--- config.mk ---
export PLATFORM = sky130hd
export DESIGN_NAME = lgfp_ctrl
export DESIGN_NICKNAME = d
export VERILOG_FILES = /design/src/sv/lgfp_pkg.sv /design/src/sv/lgfp_ctrl.sv
export SDC_FILE = /design/constraint.sdc
export NUM_CORES = 1
export LEC_CHECK = 0
export ABC_CLOCK_PERIOD_IN_PS = 3500
export BUFFER_PORTS_ARGS = -buffer_cell sky130_fd_sc_hd__buf_2
export CAP_MARGIN = 20
export CORE_ASPECT_RATIO = 1.1
export CORE_MARGIN = 5
export CORE_UTILIZATION = 35
export DETAILED_ROUTE_END_ITERATION = 10
export PLACE_DENSITY = 0.6
export SKIP_CTS_REPAIR_TIMING = 1
export SLEW_MARGIN = 20
export SYNTH_ARGS = -nofsm -noshare
export SYNTH_HDL_FRONTEND = slang
export SYNTH_SLANG_ARGS = --single-unit
--- constraint.sdc ---
create_clock -name aclk -period 3.5 [get_ports aclk]
set_input_delay 0.7 -clock aclk [delete_from_list [all_inputs] [get_ports aclk]]
set_output_delay 0.7 -clock aclk [all_outputs]
set_load 0.02 [all_outputs]
--- src/sv/lgfp_pkg.sv ---
// Shared types and constants of the LED grid flash and pulse engine.
package lgfp_pkg;

    localparam int COLUMNS_DEF     = 10;
    localparam int ROWS_DEF        = 8;
    localparam int FLASH_SLOTS_DEF = 16;
    localparam int PULSE_SLOTS_DEF = 16;

    localparam int LOG_ROWS = 16;
    localparam int CH_W     = 8;
    localparam int POS_W    = 4;
    localparam int CFG_W    = 16;
    localparam int CNT_W    = 5;
    localparam int STEP_W   = 5;
    localparam int IN_W     = 40;
    localparam int OUT_W    = 40;

    localparam logic [STEP_W-1:0] STEP_MAX  = 5'd20;
    localparam logic [STEP_W-1:0] FALL_BASE = 5'd19;
    localparam logic [STEP_W-1:0] RISE_TOP  = 5'd3;

    localparam logic [1:0] MODE_STEADY = 2'd0;
    localparam logic [1:0] MODE_FLASH  = 2'd1;
    localparam logic [1:0] MODE_PULSE  = 2'd2;
    localparam logic [1:0] MODE_BAD    = 2'd3;

    localparam logic [1:0] REG_FLASH_PER = 2'd0;
    localparam logic [1:0] REG_PULSE_PER = 2'd1;
    localparam logic [1:0] REG_STEP_CNT  = 2'd2;

    localparam logic [CFG_W-1:0] FLASH_PER_RST = 16'd250;
    localparam logic [CFG_W-1:0] PULSE_PER_RST = 16'd20;

    typedef enum logic [1:0] {SRC_REQ, SRC_FLASH, SRC_PULSE} rd_src_t;
    typedef enum logic [1:0] {EM_SET, EM_FALT, EM_FMAIN, EM_PULSE} em_kind_t;

    typedef enum logic [4:0] {
        ST_IDLE, ST_SET_ISSUE, ST_SET_RD, ST_FSRCH, ST_FMOVE, ST_PSRCH, ST_PMOVE,
        ST_APPLY, ST_SET_EMIT, ST_TICK_F, ST_F_ITEM, ST_F_ALT, ST_F_MAIN,
        ST_TICK_P, ST_P_ITEM, ST_P_CALC, ST_P_EMIT_WAIT
    } state_t;

    typedef struct packed {
        logic [1:0]      mode;
        logic [CH_W-1:0] r;
        logic [CH_W-1:0] g;
        logic [CH_W-1:0] b;
    } cell_t;

    typedef struct packed {
        logic [POS_W-1:0] x;
        logic [POS_W-1:0] y;
        logic [CH_W-1:0]  r;
        logic [CH_W-1:0]  g;
        logic [CH_W-1:0]  b;
    } flash_ent_t;

    typedef struct packed {
        logic [POS_W-1:0] x;
        logic [POS_W-1:0] y;
    } pulse_ent_t;

    typedef struct packed {
        logic     accept;
        logic     store_rd;
        rd_src_t  rd_src;
        logic     idx_clr;
        logic     idx_inc;
        logic     f_move;
        logic     p_move;
        logic     apply;
        logic     p_calc;
        logic     emit;
        em_kind_t em_kind;
    } cmd_t;

    typedef struct packed {
        logic       is_tick;
        logic       req_bad;
        logic [1:0] cell_mode;
        logic       f_more;
        logic       p_more;
        logic       f_match;
        logic       p_match;
        logic       eff_pulse;
        logic       f_fire;
        logic       p_fire;
        logic       f_phase;
        logic       out_free;
    } stat_t;

endpackage

--- src/sv/lgfp_ctrl.sv ---
// Controller state machine: sequences set commands and tick sweeps.
module lgfp_ctrl (
    input  logic             aclk,
    input  logic             aresetn,
    input  logic             s_tvalid,
    output logic             s_tready,
    input  lgfp_pkg::stat_t  stat,
    output lgfp_pkg::cmd_t   cmd
);

    lgfp_pkg::state_t state_reg, state_next;
    logic accept;

    assign s_tready = (state_reg == lgfp_pkg::ST_IDLE);
    assign accept   = s_tvalid && s_tready;

    // State register
    always_ff @(posedge aclk) begin
        if (!aresetn) begin
            state_reg <= lgfp_pkg::ST_IDLE;
        end else begin
            state_reg <= state_next;
        end
    end

    // Next state
    always_comb begin
        state_next = state_reg;
        case (state_reg)
            lgfp_pkg::ST_IDLE: begin
                if (accept) begin
                    if (stat.is_tick) state_next = lgfp_pkg::ST_TICK_F;
                    else if (!stat.req_bad) state_next = lgfp_pkg::ST_SET_ISSUE;
                end
            end
            lgfp_pkg::ST_SET_ISSUE: state_next = lgfp_pkg::ST_SET_RD;
            lgfp_pkg::ST_SET_RD: begin
                if (stat.cell_mode == lgfp_pkg::MODE_FLASH) state_next = lgfp_pkg::ST_FSRCH;
                else if (stat.cell_mode == lgfp_pkg::MODE_PULSE) state_next = lgfp_pkg::ST_PSRCH;
                else state_next = lgfp_pkg::ST_APPLY;
            end
            lgfp_pkg::ST_FSRCH: begin
                if (!stat.f_more) state_next = lgfp_pkg::ST_APPLY;
                else if (stat.f_match) state_next = lgfp_pkg::ST_FMOVE;
            end
            lgfp_pkg::ST_FMOVE: state_next = lgfp_pkg::ST_APPLY;
            lgfp_pkg::ST_PSRCH: begin
                if (!stat.p_more) state_next = lgfp_pkg::ST_APPLY;
                else if (stat.p_match) state_next = lgfp_pkg::ST_PMOVE;
            end
            lgfp_pkg::ST_PMOVE: state_next = lgfp_pkg::ST_APPLY;
            lgfp_pkg::ST_APPLY: begin
                if (stat.eff_pulse) state_next = lgfp_pkg::ST_IDLE;
                else state_next = lgfp_pkg::ST_SET_EMIT;
            end
            lgfp_pkg::ST_SET_EMIT: begin
                if (stat.out_free) state_next = lgfp_pkg::ST_IDLE;
            end
            lgfp_pkg::ST_TICK_F: begin
                if (stat.f_fire) state_next = lgfp_pkg::ST_F_ITEM;
                else state_next = lgfp_pkg::ST_TICK_P;
            end
            lgfp_pkg::ST_F_ITEM: begin
                if (!stat.f_more) state_next = lgfp_pkg::ST_TICK_P;
                else if (stat.f_phase) state_next = lgfp_pkg::ST_F_MAIN;
                else state_next = lgfp_pkg::ST_F_ALT;
            end
            lgfp_pkg::ST_F_ALT, lgfp_pkg::ST_F_MAIN: begin
                if (stat.out_free) state_next = lgfp_pkg::ST_F_ITEM;
            end
            lgfp_pkg::ST_TICK_P: begin
                if (stat.p_fire) state_next = lgfp_pkg::ST_P_ITEM;
                else state_next = lgfp_pkg::ST_IDLE;
            end
            lgfp_pkg::ST_P_ITEM: begin
                if (!stat.p_more) state_next = lgfp_pkg::ST_IDLE;
                else state_next = lgfp_pkg::ST_P_CALC;
            end
            lgfp_pkg::ST_P_CALC: state_next = lgfp_pkg::ST_P_EMIT_WAIT;
            lgfp_pkg::ST_P_EMIT_WAIT: begin
                if (stat.out_free) state_next = lgfp_pkg::ST_P_ITEM;
            end
            default: state_next = lgfp_pkg::ST_IDLE;
        endcase
    end

    // Commands
    always_comb begin
        cmd = '0;
        case (state_reg)
            lgfp_pkg::ST_IDLE: cmd.accept = accept;
            lgfp_pkg::ST_SET_ISSUE: begin
                cmd.store_rd = 1'b1;
                cmd.rd_src   = lgfp_pkg::SRC_REQ;
            end
            lgfp_pkg::ST_SET_RD: cmd.idx_clr = 1'b1;
            lgfp_pkg::ST_FSRCH: cmd.idx_inc = stat.f_more && !stat.f_match;
            lgfp_pkg::ST_FMOVE: cmd.f_move = 1'b1;
            lgfp_pkg::ST_PSRCH: cmd.idx_inc = stat.p_more && !stat.p_match;
            lgfp_pkg::ST_PMOVE: cmd.p_move = 1'b1;
            lgfp_pkg::ST_APPLY: cmd.apply = 1'b1;
            lgfp_pkg::ST_SET_EMIT: begin
                cmd.emit    = stat.out_free;
                cmd.em_kind = lgfp_pkg::EM_SET;
            end
            lgfp_pkg::ST_TICK_F, lgfp_pkg::ST_TICK_P: cmd.idx_clr = 1'b1;
            lgfp_pkg::ST_F_ITEM: begin
                cmd.store_rd = stat.f_more && stat.f_phase;
                cmd.rd_src   = lgfp_pkg::SRC_FLASH;
            end
            lgfp_pkg::ST_F_ALT: begin
                cmd.emit    = stat.out_free;
                cmd.idx_inc = stat.out_free;
                cmd.em_kind = lgfp_pkg::EM_FALT;
            end
            lgfp_pkg::ST_F_MAIN: begin
                cmd.emit    = stat.out_free;
                cmd.idx_inc = stat.out_free;
                cmd.em_kind = lgfp_pkg::EM_FMAIN;
            end
            lgfp_pkg::ST_P_ITEM: begin
                cmd.store_rd = stat.p_more;
                cmd.rd_src   = lgfp_pkg::SRC_PULSE;
            end
            lgfp_pkg::ST_P_CALC: cmd.p_calc = 1'b1;
            lgfp_pkg::ST_P_EMIT_WAIT: begin
                cmd.emit    = stat.out_free;
                cmd.idx_inc = stat.out_free;
                cmd.em_kind = lgfp_pkg::EM_PULSE;
            end
            default: cmd = '0;
        endcase
    end

endmodule

==> results of run 1 <==
[Yosys cell counts (2+ instances only)]
cell type | count | share of area
nor4_4 | 2 | 0.047
nand3b_1 | 2 | 0.017
o21ai_0 | 2 | 0.011
a22oi_1 | 2 | 0.017
nand2b_1 | 6 | 0.041
o21ai_1 | 3 | 0.017
a31oi_1 | 2 | 0.014
a21oi_1 | 11 | 0.061
buf_4 | 3 | 0.025
nor3b_2 | 2 | 0.028
nand2_1 | 8 | 0.033
and3_1 | 3 | 0.021
and2_1 | 3 | 0.021
dfxtp_1 | 5 | 0.11
nor2_1 | 20 | 0.083
inv_1 | 3 | 0.012
buf_6 | 2 | 0.025
buf_2 | 6 | 0.033
nor2b_1 | 2 | 0.014
nor3_2 | 2 | 0.022
nor3_1 | 10 | 0.055
[report_power, final]
part           internal [mW]  total (mW)  switching (mW)
clock network         0.0430      0.0659          0.0228
registers             0.0765       0.181           0.105
logic                  0.205       0.523           0.318
total                  0.324       0.770           0.446
[area by class of cell]
| cell class | count | area share |
|---|---|---|
| clock buffer | 4 | 0.0250 |
| inverter | 4 | 0.0143 |
| multi-input combinational | 108 | 0.683 |
| sequential | 5 | 0.0952 |
| tap | 31 | 0.0369 |
| timing repair buffer | 30 | 0.145 |
[metrics by stage]
step / setup slack, ps / hold slack, ps / std cells
floorplan: 1230 / 722 / 128
global placement: 995 / 736 / 178
detailed placement: 949 / 734 / 178
CTS: 679 / 724 / 182
global route: 479 / 730 / 182
finish: 691 / 729 / 182
[cell families (layout without fill, tap and decap cells)]
kind of cell / Yosys count / in the layout / synth area share
buffers and inverters: 15 / 38 / 0.0992
and+or+nand+nor: 67 / 67 / 0.448
AOI/OAI and AO/OA: 41 / 41 / 0.343
DFF: 5 / 5 / 0.110
[cells in the final DEF, fill, tap and decap left out, drive strengths merged, types with 2 or more instances in the layout]
cell type	n
and2	3
nand2	8
buf	30
o21ai	6
nand3b	2
clkbuf	4
a211oi	3
inv	4
a21oi	11
a31oi	2
nand3	2
nor2b	2
nor4	2
nand2b	6
and3	3
dfxtp	5
a22oi	3
nor2	20
nor3	12
nor3b	2
[layer usage]
metal  vias to the layer above  routed length (um)
met2                        39                1230
met1                       467                1180
li1                        516                   -
met4                         0                   0
met3                         0                 188
met5                         -                   0
[worst max-delay path by stage]
stage	start	endpoint	slack [ps]	cells after the start
CTS	state_reg[0]	cmd[7]	680	5
floorplan	state_reg[2]	cmd[11]	1230	4
finish	state_reg[3]	cmd[11]	690	4
global route	state_reg[0]	cmd[7]	480	5
global placement	state_reg[0]	cmd[7]	990	5
detailed placement	state_reg[0]	cmd[7]	950	5
==> impl_metrics.ini, run 1 <==
[setup_path]
crit_chain = nand2b_1 -> nor3_1 -> o2bb2ai_1 -> buf_2
critPathTopFamily = flip-flops
worstPathArrival_ps = 2110
critPathBufInv = 1
regToRegSetupSlack_ps = 1410
r2r_end = state_reg[2]
timing.rr.start = state_reg[0]
slowest_stage = dfxtp_1
r2r_cells = 5
timing.critical_path.required_ps = 2800
cp-start-kind = register
critPathMaxStageDelay_ps = 780
end_kind = output port
crit_type = register to output port
cp_max_fo = 21

[routing]
drcViolationCount = 0
drt_iter0_markers = 38
drt-total-wl_mm = 2.59
wl_per_cell_um = 14.2
drt-pass1-iter-count = 4
detail-route-antenna-nets = 0
routed_via_density = 5.62
vias = 1022

[synth]
ys_warn_count = 0
synth-main-ff-cell = dfxtp_1
ys_types = 50
synth_seq_cells = 5
synth_edf_count = 0
async_flop_share = 0
ys_seq_area_frac = 0.110
syn-num-nets = 144
synth.cell_area_um2 = 908
synth_cells = 128
avgSynthCellArea_um2 = 7.10

[die]
dieWidth_um = 58.6
core_area_mm2 = 0.00250
core.rowCount = 19
initial_core_util = 0.364
dieArea_mm2 = 0.00372
fp.dieH_um = 63.4
io_pins = 30

[final_layout]
multi_input_area_um2 = 718
fin_nets = 168
largest_register_ffs = 5
post_route_cells_drive_above_1_share = 0.318
seqCellArea_um2 = 100
final_area_mm2 = 0.00105
area_delta_synth_final_pct = 15.7
fillCellCount = 278
post-route-util = 0.421
insertedDiodeCount = 0

[grt]
antenna_found_initial = 0
busiest_layer = met2
grt_use_met3 = 0.0143
grt_pass1_wl_mm = 4.17
grt_util_all_layers = 0.141
grt_use_met2 = 0.222
grt_max_degree = 26
grt.overflow.total = 0
grt_pass1_vias = 917
grtUsageMet1 = 0.194

[timing]
clock-skew-final_ps = 0.432
final_max_slew_viol_count = 0
grt_setup_unrepaired = false
worstMarginPinSlew_ps = 882
relSlewSlack = 0.411
finalHoldViolCount = 0
setup_violations = 0
max_freq_mhz = 356
layout_min_cycle_time_ps = 2810
tns_ps = 0
period_share = 0.803

[worst_hold_path]
hold_depth = 2
hp-start = aresetn
holdPathEnd = state_reg[0]
hp-class = primary input to register

[clock_tree]
h-tree-depth = 1
clk_path_buf_depth = 2
cts_root_buf = clkbuf_4
numCtsBuffers = 3
cts.sinks = 5
clk_pin_slew_ps = 40
clk_latency_ps = 240
tritoncts = yes

[power_and_ir_drop]
ir_drop_mv = 0.424
pwr_density_cell_mw_per_mm2 = 733
p_total_mw = 0.770
p_leak_nw = 0.442

[placed_design]
port_buffers = 29
gp_congestion = 0.806
place_area_mm2 = 0.00102
dp_hpwl_mm = 1.91

[flow_run]
maxCapViolations = 0

[outcome]
outcome = finished, final reports clean
No activity file was read; power rests on OpenSTA's default activity.
==> run 2: changes to the inputs <==
--- a/config.mk
+++ b/config.mk
@@ -5,14 +5,15 @@
 export SDC_FILE = /design/constraint.sdc
 export NUM_CORES = 1
 export LEC_CHECK = 0
-export ABC_CLOCK_PERIOD_IN_PS = 3500
+export ABC_AREA = 1
+export ABC_CLOCK_PERIOD_IN_PS = 2940
 export BUFFER_PORTS_ARGS = -buffer_cell sky130_fd_sc_hd__buf_2
 export CAP_MARGIN = 20
 export CORE_ASPECT_RATIO = 1.1
 export CORE_MARGIN = 5
 export CORE_UTILIZATION = 35
 export DETAILED_ROUTE_END_ITERATION = 10
-export PLACE_DENSITY = 0.6
+export PLACE_DENSITY = 0.62
 export SKIP_CTS_REPAIR_TIMING = 1
 export SLEW_MARGIN = 20
 export SYNTH_ARGS = -nofsm -noshare
==> constraint.sdc (replaced) <==
create_clock -name aclk -period 2.94 [get_ports aclk]
set_input_delay 0.588 -clock aclk [delete_from_list [all_inputs] [get_ports aclk]]
set_output_delay 0.588 -clock aclk [all_outputs]
set_load 0.02 [all_outputs]
==> impl_metrics.ini, run 2 <==
[clock_tree]
clk_latency_ps = 240
cts_root_buf = clkbuf_4
tritoncts = yes
numCtsBuffers = 3
cts.sinks = 5
clk_pin_slew_ps = 50
clk_path_buf_depth = 2
h-tree-depth = 1

[grt]
grt_use_met3 = 0.0540
grt_pass1_wl_mm = 3.58
busiest_layer = met2
grt_max_degree = 9
grt_pass1_vias = 848
antenna_found_initial = 0
grt_util_all_layers = 0.153
grtUsageMet1 = 0.172
grt_use_met2 = 0.273
grt.overflow.total = 0

[setup_path]
cp-endpoint = cmd[7]
timing.critical_path.required_ps = 2350
timing.rr.start = state_reg[4]
r2r_end = state_reg[0]
timing.critical_path.from = state_reg[4]
slowest_stage = dfxtp_1
cp_max_fo = 8
crit_type = register to output port
cpMostUsedCell = nand2_1
end_kind = output port
r2r_cells = 8
critPathMaxStageDelay_ps = 540
crit_chain = inv_4 -> nand2_1 -> nor2_2 -> nand2_2 -> nand2_1 -> o21ai_0 -> nand3_1 -> buf_2
worstPathArrival_ps = 1670
regToRegSetupSlack_ps = 1450
cp-start-kind = register

[final_layout]
seqCellArea_um2 = 100
insertedDiodeCount = 0
post_route_cells_drive_above_1_share = 0.308
fin_nets = 186
largest_register_ffs = 5
area_delta_synth_final_pct = 25.9
fillCellCount = 243
final_area_um2 = 912
final_common_cell = nand2_1
multi_input_area_um2 = 524
mostFrequentLayoutCells = nand2_1 (36), buf_2 (29), nor2_1 (24), inv_1 (19), nand3_1 (14)
post-route-util = 0.456

[synth]
synth_edf_count = 0
ys_types = 19
synth_common_cells = nand2_1 (36), nor2_1 (24), inv_1 (19), nand3_1 (14), nor2_2 (10)
async_flop_share = 0
synth.cell_area_um2 = 724
avgSynthCellArea_um2 = 5.25
synth-main-ff-cell = dfxtp_1
synth_seq_cells = 5
yosysMostFrequentCell = nand2_1
ys_warn_count = 0
synth_top_area_frac = 0.187
synth_top_area_cell = nand2_1
syn-num-nets = 154
ys_seq_area_frac = 0.138
synth_area_leaders = nand2_1 (19%), dfxtp_1 (14%), nor2_1 (12%)
synth_cells = 138

[die]
dieArea_mm2 = 0.00308
io_pins = 30
initial_core_util = 0.362
core.rowCount = 17
core_area_mm2 = 0.00200
fp.dieH_um = 57.7
dieWidth_um = 53.4

[routing]
vias = 969
drt-pass1-iter-count = 4
routed_via_density = 4.92
detail-route-antenna-nets = 0
drt-total-wl_mm = 2.24
wl_per_cell_um = 11.4
drt_iter0_markers = 40
drcViolationCount = 0

[flow_run]
maxCapViolations = 0

[timing]
final_max_slew_viol_count = 0
worstMarginPinSlew_ps = 377
setup_violations = 0
relSlewSlack = 0.748
clock-skew-final_ps = 5.20
hold_slack_ps = 505
layout_min_cycle_time_ps = 2260
grt_setup_unrepaired = false
tns_ps = 0
finalHoldViolCount = 0
max_freq_mhz = 443
period_share = 0.767

[power_and_ir_drop]
p_leak_nw = 0.571
p_total_mw = 0.691
pwr_density_cell_mw_per_mm2 = 757
ir_drop_mv = 0.537

[placed_design]
port_buffers = 29
dp_hpwl_mm = 1.92
gp_congestion = 0.836
place_area_um2 = 886

[worst_hold_path]
hp-class = register to register

[outcome]
outcome = finished, final reports clean
## run 2: cell types whose count changed after synthesis, sizes merged, moves of 3 or more
cell | before | now
nand3 | 2 | 16
buf | 11 | 2
inv | 4 | 21
nand2b | 6 | 0
and3 | 3 | 0
nor3 | 12 | 3
and2 | 3 | 0
a22oi | 3 | 0
a211oi | 3 | 0
nor2 | 20 | 35
nand2 | 8 | 40
a21oi | 11 | 6
## run 2: worst min-delay path by stage
stage | slack [ps] | from | cells past startpoint | to
floorplan | 480 | state_reg[0] | 2 | state_reg[0]
global placement | 490 | state_reg[0] | 2 | state_reg[0]
detailed placement | 500 | state_reg[0] | 2 | state_reg[0]
CTS | 500 | state_reg[0] | 2 | state_reg[0]
global route | 530 | state_reg[0] | 2 | state_reg[0]
finish | 510 | state_reg[0] | 2 | state_reg[0]
## run 2: critical path: cells and delay by family (launching register included)
| kind | cells | cell delay, ps |
|---|---|---|
| compound gates | 1 | 190 |
| buf+inv | 2 | 250 |
| flops | 1 | 540 |
| simple gates | 5 | 440 |
## run 2: cell families after synthesis
| family | share of synthesized area |
|---|---|
| buffers and inverters | 0.138 |
| AND/OR/NAND/NOR | 0.649 |
| flip-flops | 0.138 |
| AO/OA/AOI/OAI | 0.0743 |
## run 2: area by class of cell
type                       instances  area share
clock buffer                       4      0.0288
inverter                          21      0.0892
multi-input combinational        110       0.575
sequential                         5       0.110
tap                               28      0.0384
timing repair buffer              29       0.159
## run 2: stage by stage
stage	worst slack [ps]	std cells
CTS	683	197
finish	685	197
global route	520	197
floorplan	1100	138
global placement	1000	193
detailed placement	945	193
## run 2: layer usage
metal	vias up	share of wire
li1	494	-
met1	432	0.41
met2	41	0.51
met3	2	0.076
met4	0	0.0027
met5	-	0
## run 2: power breakdown
part / internal (mW) / leakage [nW] / switching (mW)
clock network: 0.0514 / 0.0150 / 0.0286
logic: 0.158 / 0.516 / 0.328
registers: 0.0881 / 0.0409 / 0.0371
==> run 3: changes to the inputs <==
--- a/config.mk
+++ b/config.mk
@@ -6,7 +6,7 @@
 export NUM_CORES = 1
 export LEC_CHECK = 0
 export ABC_AREA = 1
-export ABC_CLOCK_PERIOD_IN_PS = 2940
+export ABC_CLOCK_PERIOD_IN_PS = 2100
 export BUFFER_PORTS_ARGS = -buffer_cell sky130_fd_sc_hd__buf_2
 export CAP_MARGIN = 20
 export CORE_ASPECT_RATIO = 1.1
==> constraint.sdc (replaced) <==
create_clock -name aclk -period 2.1 [get_ports aclk]
set_input_delay 0.42 -clock aclk [delete_from_list [all_inputs] [get_ports aclk]]
set_output_delay 0.42 -clock aclk [all_outputs]
set_load 0.02 [all_outputs]
==> impl_metrics.ini, run 3 (same netlist as run 2, synthesis figures left out) <==
[routing]
detail-route-antenna-nets = 0
routed_via_density = 4.79
wl_per_cell_um = 11.4
vias = 943
drt_iter0_markers = 21
drcViolationCount = 0
drt-total-wl_mm = 2.24
drt-pass1-iter-count = 4

[die]
core.rowCount = 17
initial_core_util = 0.362
io_pins = 30
core_area_mm2 = 0.00200
fp.dieH_um = 57.7
dieArea_mm2 = 0.00308
dieWidth_um = 53.4

[placed_design]
port_buffers = 29
dp_hpwl_mm = 1.90
placed_cells = 193
gp_congestion = 0.838
pre_cts_slack_ps = 282

[setup_path]
timing.rr.start = state_reg[0]
critPathTopFamily = flip-flops
crit_chain = inv_4 -> nand2_1 -> nor2_4 -> nand2_2 -> nand2_1 -> o21ai_0 -> nand3_1 -> buf_2
cp_max_fo = 8
crit_type = register to output port
r2r_end = state_reg[0]
timing.critical_path.required_ps = 1680
worstPathArrival_ps = 1550
critPathMaxStageDelay_ps = 450
cp-start-kind = register
regToRegSetupSlack_ps = 610
critPathBufInv = 2
end_kind = output port
cpMostUsedCell = nand2_1
slowest_stage = dfxtp_2
r2r_cells = 8

[final_layout]
stdcell_count = 197
largest_register_ffs = 5
final_common_cell = nand2_1
insertedDiodeCount = 0
area_delta_synth_final_pct = 27.6
fin_nets = 186
post_route_cells_drive_above_1_share = 0.337
mostFrequentLayoutCells = nand2_1 (35), buf_2 (29), nor2_1 (24), inv_1 (19), nand3_1 (14)

[timing]
grt_setup_unrepaired = false
finalHoldViolCount = 0
final_max_slew_viol_count = 0
layout_min_cycle_time_ps = 1970
period_share = 0.938
worstMarginPinSlew_ps = 331
clock-skew-final_ps = 9.65
tns_ps = 0
setup_ws_ps = 131
relSlewSlack = 0.779
max_freq_mhz = 508
setup_violations = 0
hold_slack_ps = 450

[clock_tree]
clk_pin_slew_ps = 50
numCtsBuffers = 3
h-tree-depth = 1
clk_latency_ps = 250
cts.sinks = 5
clk_path_buf_depth = 2
tritoncts = yes
cts_root_buf = clkbuf_4

[power_and_ir_drop]
p_comb_frac = 0.695
switchingPower_mw = 0.563
pwr_density_cell_mw_per_mm2 = 1070
p_leak_nw = 0.575
switching_share = 0.569
p_int_mw = 0.426
p_clk_frac = 0.119
seq_power_share = 0.185
ir_drop_mv = 0.766

[worst_hold_path]
hp-class = primary input to register
hp-start = aresetn
hold_depth = 3
holdPathEnd = state_reg[4]

[grt]
antenna_found_initial = 0
grt_max_degree = 9
grt_pass1_vias = 873
grt_util_all_layers = 0.156
grt.overflow.total = 0
grt_pass1_wl_mm = 3.64

[outcome]
outcome = finished, final reports clean

[flow_run]
maxCapViolations = 0
-- run 3: power by group through the flow --
stage	Sequential (mW)	Clock, mW	Combinational [mW]
floorplan	0.155	0	0.533
global placement	0.175	0	0.675
detailed placement	0.175	0	0.680
CTS	0.174	0.120	0.681
global route	0.189	0.131	0.763
finish	0.183	0.118	0.687
-- run 3: per-stage QoR --
step | util | area (um2) | power [mW]
floorplan | - | 724 | 0.688
global placement | 0.443 | 886 | 0.851
detailed placement | 0.443 | 886 | 0.855
CTS | 0.456 | 912 | 0.975
global route | 0.462 | 925 | 1.08
finish | 0.462 | 925 | 0.988
-- run 3: area by class of cell --
cell class | instances | area (um2)
fill | 242 | 1070
tap | 28 | 35.0
inverter | 21 | 81.3
multi-input combinational | 110 | 532
sequential | 5 | 105
clock buffer | 4 | 26.3
timing repair buffer | 29 | 145
-- run 3: worst min-delay path, cell delays in order --
cell,delay (ps)
buf_2,70
inv_1,80
nor2_1,100
-- run 3: worst max path at each step --
stage                       from       to  slack (ps)  depth (start not counted)
finish              state_reg[4]   cmd[7]         130                          8
global route        state_reg[0]  cmd[11]           7                          7
CTS                 state_reg[4]   cmd[7]          10                          8
detailed placement  state_reg[4]   cmd[7]         280                          8
global placement    state_reg[4]   cmd[7]         330                          8
floorplan           state_reg[3]   cmd[2]         420                          6
-- run 3: layer usage --
| metal | wire [um] | track usage | part of all wire | vias to the layer above |
|---|---|---|---|---|
| met5 | 0 | 0 | 0 | - |
| met4 | 18 | 0.0328 | 0.0080 | 0 |
| li1 | - | - | - | 495 |
| met3 | 169 | 0.0617 | 0.075 | 4 |
| met2 | 1120 | 0.275 | 0.50 | 25 |
| met1 | 936 | 0.172 | 0.42 | 419 |
